$ cat src/hw/rtl/pps_pkg.sv
// ----------------------------------------------------------------------------
// pps_pkg
// Shared types and constants for the particle pool block.
// ----------------------------------------------------------------------------
package pps_pkg;

   localparam int POOL_SIZE = 32;
   localparam int SLOT_W    = 6;
   localparam int IDX_W     = (POOL_SIZE > 1) ? $clog2(POOL_SIZE) : 1;

   localparam logic [0:0] REQ_EMIT = 1'b0;
   localparam logic [0:0] REQ_TICK = 1'b1;

   localparam logic [1:0] ST_EMITTED = 2'd0;
   localparam logic [1:0] ST_FULL    = 2'd1;
   localparam logic [1:0] ST_LIVE    = 2'd2;
   localparam logic [1:0] ST_DONE    = 2'd3;

   localparam logic [0:0] CSR_THRESHOLD = 1'b0;
   localparam logic [0:0] CSR_SPIN      = 1'b1;

   localparam logic [15:0] THRESHOLD_RESET = 16'd256;
   localparam logic [31:0] SPIN_RESET      = 32'd65536;

   typedef enum logic [3:0] {
      S_IDLE,
      S_EMIT_MUL,
      S_EMIT_REM,
      S_EMIT_DIV,
      S_EMIT_WRITE,
      S_TICK_READ,
      S_TICK_MUL,
      S_TICK_WRITE,
      S_OUT_WAIT,
      S_DONE
   } state_type;

   // controller to datapath
   typedef struct packed {
      logic load_req;
      logic emit_mul;
      logic emit_rem;
      logic emit_div;
      logic emit_write;
      logic tick_start;
      logic tick_read;
      logic tick_mul;
      logic tick_write;
      logic tick_next;
      logic out_full;
      logic out_done;
   } cmd_type;

   // datapath to controller
   typedef struct packed {
      logic is_tick;
      logic have_free;
      logic slot_active;
      logic slot_dies;
      logic last_slot;
   } stat_type;

endpackage

$ cat src/hw/rtl/pps_ctrl.sv
// ----------------------------------------------------------------------------
// pps_ctrl
// Sequencer for emit and tick requests.
// ----------------------------------------------------------------------------
module pps_ctrl import pps_pkg::*; (
   input  logic     clock,
   input  logic     reset,
   input  logic     req_valid,
   output logic     req_ready,
   input  logic     out_busy,
   input  stat_type stat,
   output cmd_type  cmd
);

   state_type state_ff, state_in;

   always_ff @(posedge clock) begin
      if (reset) begin
         state_ff <= S_IDLE;
      end else begin
         state_ff <= state_in;
      end
   end

   always_comb begin
      state_in = state_ff;
      case (state_ff)
         S_IDLE: begin
            if (req_valid) state_in = S_EMIT_MUL;
         end
         S_EMIT_MUL: begin
            if (stat.is_tick) state_in = S_TICK_READ;
            else if (!stat.have_free) state_in = S_DONE;
            else state_in = S_EMIT_REM;
         end
         S_EMIT_REM:   state_in = S_EMIT_DIV;
         S_EMIT_DIV:   state_in = S_EMIT_WRITE;
         S_EMIT_WRITE: begin
            if (!out_busy) state_in = S_IDLE;
         end
         S_TICK_READ: begin
            if (!stat.slot_active) begin
               if (stat.last_slot) state_in = S_DONE;
            end else begin
               state_in = S_TICK_MUL;
            end
         end
         S_TICK_MUL: begin
            if (stat.slot_dies) state_in = stat.last_slot ? S_DONE : S_TICK_READ;
            else state_in = S_TICK_WRITE;
         end
         S_TICK_WRITE: begin
            if (!out_busy) state_in = S_OUT_WAIT;
         end
         S_OUT_WAIT: state_in = stat.last_slot ? S_DONE : S_TICK_READ;
         S_DONE: begin
            if (!out_busy) state_in = S_IDLE;
         end
         default: state_in = S_IDLE;
      endcase
   end

   always_comb begin
      cmd = '0;
      req_ready = 1'b0;
      case (state_ff)
         S_IDLE: begin
            req_ready    = 1'b1;
            cmd.load_req = req_valid;
         end
         S_EMIT_MUL: begin
            cmd.emit_mul   = !stat.is_tick;
            cmd.tick_start = stat.is_tick;
         end
         S_EMIT_REM:   cmd.emit_rem = 1'b1;
         S_EMIT_DIV:   cmd.emit_div = 1'b1;
         S_EMIT_WRITE: cmd.emit_write = !out_busy;
         S_TICK_READ: begin
            cmd.tick_read = 1'b1;
            cmd.tick_next = !stat.slot_active && !stat.last_slot;
         end
         S_TICK_MUL: begin
            cmd.tick_mul  = 1'b1;
            cmd.tick_next = stat.slot_dies && !stat.last_slot;
         end
         S_TICK_WRITE: cmd.tick_write = !out_busy;
         S_OUT_WAIT:   cmd.tick_next = !stat.last_slot;
         S_DONE: begin
            cmd.out_full = !out_busy && !stat.is_tick;
            cmd.out_done = !out_busy && stat.is_tick;
         end
         default: cmd = '0;
      endcase
   end

endmodule

$ cat config.mk
export PLATFORM = sky130hd
export DESIGN_NAME = pps_ctrl
export DESIGN_NICKNAME = d
export VERILOG_FILES = /design/src/hw/rtl/pps_pkg.sv /design/src/hw/rtl/pps_ctrl.sv
export SDC_FILE = /design/constraint.sdc
export NUM_CORES = 1
export LEC_CHECK = 0
export BUFFER_PORTS_ARGS = -buffer_cell sky130_fd_sc_hd__buf_2
export CAP_MARGIN = 30
export CORE_AREA = 2 2 39 41
export DETAILED_ROUTE_END_ITERATION = 7
export DIE_AREA = 0 0 41 43
export PLACE_DENSITY = 0.77
export SYNTH_ARGS = -nofsm -noshare
export SYNTH_HDL_FRONTEND = slang
export SYNTH_SLANG_ARGS = --single-unit
export TNS_END_PERCENT = 1
$ cat constraint.sdc
create_clock -name clock -period 2.05 [get_ports clock]
set_input_delay 0.1025 -clock clock [delete_from_list [all_inputs] [get_ports clock]]
set_output_delay 0.1025 -clock clock [all_outputs]
set_load 0.005 [all_outputs]
==> results.py, run 1 <==
metrics = {
    "synthesis": {
        "synthXorXnorAreaFrac": 0,
        "syn_area_sq_um": 510,
        "synth_compound_area_frac": 0.245,
        "post_synth_and_or_nand_nor_area_fraction": 0.495,
        "synthesis.nets": 85,
        "synth_mux_area_frac": 0,
        "avgSynthCellArea_sq_um": 6.72,
        "synth-seq-area-share": 0.157,
        "synth.ff_latch_count": 4,
        "synthAdderAreaFrac": 0,
        "synth_top_family_by_area": "simple AND/OR/NAND/NOR gates",
        "yosysWarnings": 0,
        "syn_inst": 76,
        "synth_cell_types": 30,
    },
    "sta": {
        "timing.final.crit_share": 0.835,
        "rsz0062_at_grt": "no",
        "finalSetupViolations": 0,
        "maxSlewViolCount": 0,
        "worst_pin_slew_ns": 0.333,
        "skew_ns": 0.00244,
        "final-hold-violation-count": 0,
        "tns_ns": 0,
        "hold_ws_ns": 0.0844,
        "slew_headroom": 0.776,
        "fin_ws_ns": 0.338,
        "fin_crit_ns": 1.71,
        "max_freq_mhz": 584,
    },
    "flow_run": {
        "maxCapViolations": 0,
    },
    "placement": {
        "place_ws_ns": 0.354,
        "portBuffers": 21,
        "dpl_cell_area_sq_um": 632,
        "place_inst": 111,
        "routabilityCongestion": 0.958,
        "dp_hpwl_microns": 1130,
    },
    "grt": {
        "grt_max_degree": 15,
        "track_usage": 0.196,
        "grt_pass1_wl_microns": 2330,
        "antenna_found_initial": 0,
        "overflow": 0,
        "first_global_vias": 558,
    },
    "setup_path": {
        "r2r_cells": 5,
        "slowest_delay_ns": 0.52,
        "end_kind": "flop",
        "critical_path_class": "reg -> reg",
        "crit_chain": "or2_1 -> or4_4 -> o211ai_2 -> nor4_1 -> a211oi_2",
        "crit_path_top_delay_cell": "or4_4",
        "crit_required_ns": 2.21,
        "crit_family": "simple AND/OR/NAND/NOR gates",
        "arrival_ns": 1.87,
        "r2r_slack_ns": 0.34,
        "cp-start-kind": "flop",
        "crit_path_start": "state_ff[1]$_SDFFE_PP0P_",
        "reg2reg_to": "state_ff[0]$_SDFFE_PP0P_",
        "crit_fanout": 8,
        "path_buf_inv": 0,
        "regToRegStartpoint": "state_ff[1]$_SDFFE_PP0P_",
    },
    "clock_network": {
        "numCtsBuffers": 3,
        "ctsRootBufferMaster": "clkbuf_4",
        "path_clk_slew_ns": 0.04,
        "clock_sink_count": 4,
        "clk_latency_ns": 0.24,
        "ctsResizeCount": 0,
        "ctsHoldBuffers": 0,
        "cts.path.max_buffers": 2,
        "cts_max_level": 1,
        "cts_setup_buffers": 0,
        "cts_tree": "yes",
    },
    "detailed_routing": {
        "drc": 0,
        "drt-vias-per-instance": 5.71,
        "vias": 651,
        "first_pass_iters": 4,
        "ant_nets": 0,
        "wire_per_inst_microns": 12.9,
        "wirelength_microns": 1470,
        "first_iter_violations": 16,
    },
    "final_layout": {
        "final_nets": 109,
        "area_growth_pct": 28.2,
        "n_antenna_cell": 0,
        "final_cell_area_sq_um": 654,
        "largest_reg_flops": 4,
        "final_cells": 114,
        "regMostFlops": "state_ff",
        "drive_gt1_frac": 0.327,
        "top_regs": "state_ff: 4 flops",
        "fin_util": 0.473,
    },
    "power": {
        "peakVddDrop_uv": 345,
        "power_mw": 0.648,
        "leakage_nw": 0.301,
        "power.density_nw_per_um2": 991,
    },
    "status": {
        "outcome": "finished, final reports clean",
    },
    "die": {
        "die_x_microns": 41,
        "start_util": 0.369,
        "dieHeight_microns": 43,
        "core.rowCount": 14,
        "io_pins": 22,
        "design.die.area_sq_um": 1760,
        "core_sq_um": 1380,
    },
    "hold_path": {
        "hold_end": "state_ff[0]$_SDFFE_PP0P_",
        "min-delay-start": "reset",
        "hold_depth": 2,
        "hold_class": "in -> reg",
    },
}
==> routing by layer <==
layer  share of wire  wire, microns  GRT usage
met5               0              0          0
met4           0.042             61      0.160
met3           0.066             97     0.0157
met2            0.51            749      0.303
met1            0.38            557      0.228
==> cells in the final DEF, fill, tap and decap left out <==
| cell type | Yosys | final |
|---|---|---|
| and2_1 | 2 | 2 |
| buf_2 | 0 | 21 |
| a211oi_2 | 1 | 1 |
| or3_1 | 1 | 1 |
| o211ai_2 | 1 | 1 |
| o31ai_1 | 2 | 2 |
| o21a_1 | 1 | 1 |
| nand3_1 | 1 | 1 |
| nor4_1 | 4 | 4 |
| or2_1 | 1 | 1 |
| and3b_1 | 1 | 1 |
| nand2b_1 | 7 | 7 |
| clkbuf_4 | 0 | 3 |
| a31oi_1 | 2 | 2 |
| nor4b_1 | 1 | 1 |
| a311oi_1 | 1 | 1 |
| buf_4 | 0 | 5 |
| or4_4 | 1 | 1 |
| a21oi_1 | 2 | 2 |
| o21ai_0 | 2 | 2 |
| nor3_1 | 8 | 8 |
| inv_1 | 3 | 3 |
| o32a_1 | 1 | 1 |
| nand2_1 | 6 | 6 |
| a221oi_1 | 2 | 2 |
| nor2_1 | 9 | 9 |
| nor2b_1 | 2 | 2 |
| nor3b_1 | 1 | 1 |
| dfxtp_1 | 4 | 4 |
| and4_1 | 1 | 1 |
| o2bb2ai_1 | 1 | 1 |
==> worst max path at each step <==
stage / to / slack [ns] / depth (start not counted)
3_5_place_dp: state_ff[0]$_SDFFE_PP0P_ / 0.35 / 5
3_3_place_gp: state_ff[0]$_SDFFE_PP0P_ / 0.43 / 5
4_1_cts: state_ff[0]$_SDFFE_PP0P_ / 0.34 / 5
5_1_grt: state_ff[0]$_SDFFE_PP0P_ / 0.22 / 6
2_1_floorplan: state_ff[0]$_SDFFE_PP0P_ / 0.37 / 7
6_report: state_ff[0]$_SDFFE_PP0P_ / 0.34 / 5
==> logic make-up after synthesis <==
kind of cell	after synthesis
AOI/OAI and AO/OA	16
and+or+nand+nor	46
DFF	4
buffers and inverters	10
==> synth_stat cells <==
library cell | n | share of area
a211oi_2 | 1 | 0.025
a21oi_1 | 2 | 0.020
a221oi_1 | 2 | 0.034
a311oi_1 | 1 | 0.017
a31oi_1 | 2 | 0.025
and2_1 | 2 | 0.025
and3b_1 | 1 | 0.017
and4_1 | 1 | 0.017
buf_6 | 2 | 0.044
clkbuf_1 | 5 | 0.037
dfxtp_1 | 4 | 0.16
inv_1 | 3 | 0.022
nand2_1 | 6 | 0.044
nand2b_1 | 7 | 0.086
nand3_1 | 1 | 0.0098
nor2_1 | 9 | 0.066
nor2b_1 | 2 | 0.025
nor3_1 | 8 | 0.078
nor3b_1 | 1 | 0.015
nor4_1 | 4 | 0.049
nor4b_1 | 1 | 0.017
o211ai_2 | 1 | 0.025
o21a_1 | 1 | 0.015
o21ai_0 | 2 | 0.020
o2bb2ai_1 | 1 | 0.017
o31ai_1 | 2 | 0.029
o32a_1 | 1 | 0.020
or2_1 | 1 | 0.012
or3_1 | 1 | 0.012
or4_4 | 1 | 0.022
==> area by class of cell <==
| type | count | area [sq um] |
|---|---|---|
| fill | 143 | 729 |
| multi-input combinational | 62 | 378 |
| timing repair buffer | 26 | 143 |
| sequential | 4 | 80.1 |
| clock buffer | 3 | 22.5 |
| tap | 16 | 20.0 |
| inverter | 3 | 11.3 |
==> report_power, final <==
part | switching [mW] | total (mW) | internal (mW) | leakage [nW]
logic | 0.233 | 0.415 | 0.182 | 0.255
registers | 0.0348 | 0.135 | 0.100 | 0.0329
clock network | 0.0333 | 0.0988 | 0.0655 | 0.0138
total | 0.301 | 0.648 | 0.348 | 0.301
Note: power is estimated with default switching activity, not from simulation.
==> run 2, diff against run 1 <==
- ABC_AREA: not set -> 1
- PLACE_DENSITY: 0.77 -> 0.76
- clock period: 2.05 -> 1.58 ns (I/O delays scaled with it)
==> results.py, run 2 <==
metrics = {
    "status": {
        "outcome": "finished, final reports clean",
    },
    "synthesis": {
        "ys.flop_type": "dfxtp_1",
        "yosysWarnings": 0,
        "synth.top_cell.area_share": 0.217,
        "synthArstFlopShare": 0,
        "synth-seq-area-share": 0.160,
        "synthAdderAreaFrac": 0,
        "post_synth_and_or_nand_nor_area_fraction": 0.646,
        "synth_area_leaders": "nand2_1 (22%), dfxtp_1 (16%), nor2_1 (12%)",
        "synthesis.nets": 105,
        "synth_compound_area_frac": 0.0898,
        "synth_common_cells": "nand2_1 (29), nor2_1 (16), inv_1 (11)",
        "yosys.area.top_type": "nand2_1",
        "synthXorXnorAreaFrac": 0,
        "synth_cell_types": 17,
        "synth_mux_area_frac": 0,
        "syn_inst": 96,
        "syn_area_sq_um": 502,
        "yosysMostFrequentCell": "nand2_1",
        "synth-edff-count": 0,
        "synth.ff_latch_count": 4,
        "synth_top_family_by_area": "simple AND/OR/NAND/NOR gates",
        "avgSynthCellArea_sq_um": 5.23,
    },
    "die": {
        "core.rowCount": 14,
        "dieHeight_microns": 43,
        "design.die.area_sq_um": 1760,
        "start_util": 0.363,
        "io_pins": 22,
        "core_sq_um": 1380,
        "die_x_microns": 41,
    },
    "final_layout": {
        "regArea_sq_um": 81.3,
        "final_cell_area_sq_um": 656,
        "final_cell_mix": "nand2_1 (29), buf_2 (21), nor2_1 (16)",
        "final_common_cell": "nand2_1",
        "nFillCells": 154,
        "largest_reg_flops": 4,
        "area_growth_pct": 30.7,
        "top_regs": "state_ff: 4 flops",
        "n_antenna_cell": 0,
        "fin_util": 0.474,
        "final_nets": 131,
        "regMostFlops": "state_ff",
        "multiInputGateArea_sq_um": 374,
        "drive_gt1_frac": 0.358,
    },
    "grt": {
        "track_usage": 0.163,
        "grt_max_degree": 8,
        "overflow": 0,
        "grt_pass1_wl_microns": 1990,
        "first_global_vias": 526,
        "antenna_found_initial": 0,
    },
    "sta": {
        "fin_crit_ns": 1.43,
        "maxSlewViolCount": 0,
        "timing.final.crit_share": 0.902,
        "hold_ws_ns": 0.0574,
        "rsz0062_at_grt": "no",
        "max_freq_mhz": 702,
        "skew_ns": 0.00336,
        "tns_ns": 0,
        "worst_pin_slew_ns": 0.363,
        "finalSetupViolations": 0,
        "slew_headroom": 0.757,
        "final-hold-violation-count": 0,
        "fin_ws_ns": 0.155,
    },
    "setup_path": {
        "arrival_ns": 1.35,
        "critical_path_class": "reg -> out",
        "crit_path_top_delay_cell": "dfxtp_1",
        "crit_fanout": 5,
        "slowest_delay_ns": 0.39,
        "path_buf_inv": 2,
        "crit_required_ns": 1.50,
        "cp-start-kind": "flop",
        "crit_chain": "inv_2 -> nor2_4 -> nand3_1 -> o21ai_0 -> nand3_1 -> nand2_1 -> buf_2",
        "end_kind": "primary output",
        "crit_family": "simple AND/OR/NAND/NOR gates",
        "cp_common_cell": "nand3_1",
    },
    "clock_network": {
        "cts_tree": "yes",
        "cts_max_level": 1,
        "clock_sink_count": 4,
        "path_clk_slew_ns": 0.04,
        "cts_setup_buffers": 0,
        "clk_latency_ns": 0.23,
        "numCtsBuffers": 3,
        "ctsRootBufferMaster": "clkbuf_4",
        "cts.path.max_buffers": 2,
    },
    "detailed_routing": {
        "wire_per_inst_microns": 9.54,
        "drc": 0,
        "first_pass_iters": 4,
        "drt-vias-per-instance": 4.73,
        "first_iter_violations": 13,
        "vias": 643,
        "wirelength_microns": 1300,
        "ant_nets": 0,
    },
    "power": {
        "seq_power_share": 0.214,
        "swShare": 0.505,
        "p_int_mw": 0.418,
        "leakage_nw": 0.407,
        "clkPwrFrac": 0.145,
        "power.switching_mw": 0.427,
        "power.density_nw_per_um2": 1290,
        "peakVddDrop_uv": 807,
        "p_comb_frac": 0.641,
    },
    "hold_path": {
        "hold_class": "in -> reg",
    },
    "placement": {
        "dpl_cell_area_sq_um": 627,
        "place_ws_ns": 0.324,
        "dp_hpwl_microns": 1100,
        "portBuffers": 21,
        "routabilityCongestion": 0.883,
    },
    "flow_run": {
        "maxCapViolations": 0,
    },
}
## run 2: per-layer routing
| metal | wire (microns) | up-vias | track usage |
|---|---|---|---|
| li1 | - | 344 | - |
| met1 | 589 | 284 | 0.194 |
| met2 | 650 | 15 | 0.281 |
| met3 | 57 | 0 | 0.0314 |
| met4 | 0 | 0 | 0.0400 |
| met5 | 0 | - | 0 |
## run 2: repair_timing
item                                    in CTS  in global routing
endpoints found under the setup margin       0                  1
resized for setup                            0                  2
hold buffers                                 0                  0
## run 2: kinds of logic (layout without fill, tap and decap cells)
logic type | count (synthesis) | after routing
simple gates | 70 | 70
buf+inv | 14 | 38
compound gates | 8 | 8
flops | 4 | 4
## run 2: power by group through the flow
| stage | Sequential (mW) | Clock [mW] | Combinational, mW |
|---|---|---|---|
| after floorplan | 0.169 | 0 | 0.394 |
| after global placement | 0.175 | 0 | 0.526 |
| after detailed placement | 0.177 | 0 | 0.527 |
| after CTS | 0.175 | 0.131 | 0.529 |
| after global routing | 0.186 | 0.136 | 0.620 |
| final | 0.181 | 0.122 | 0.541 |
## run 2: cell type report
cell class / count / area share
multi-input combinational: 78 / 0.571
timing repair buffer: 21 / 0.160
sequential: 4 / 0.124
inverter: 14 / 0.0802
clock buffer: 3 / 0.0344
tap: 16 / 0.0305
## run 2: final timing paths
kind	end	startpoint	depth (start not counted)	slack (ns)
setup reg to reg	state_ff[3]$_SDFFE_PP0P_	state_ff[3]$_SDFFE_PP0P_	7	0.29
hold / removal	state_ff[3]$_SDFFE_PP0P_	reset	2	0.06
setup / recovery	cmd[2]	state_ff[2]$_SDFFE_PP0P_	7	0.15
hold reg to reg	state_ff[0]$_SDFFE_PP0P_	state_ff[0]$_SDFFE_PP0P_	2	0.51
## run 2: metrics by stage
stage          power [mW]  cells
4_1_cts             0.835    136
3_3_place_gp        0.701    133
5_1_grt             0.942    136
3_5_place_dp        0.704    133
2_1_floorplan       0.562     96
6_report            0.844    136
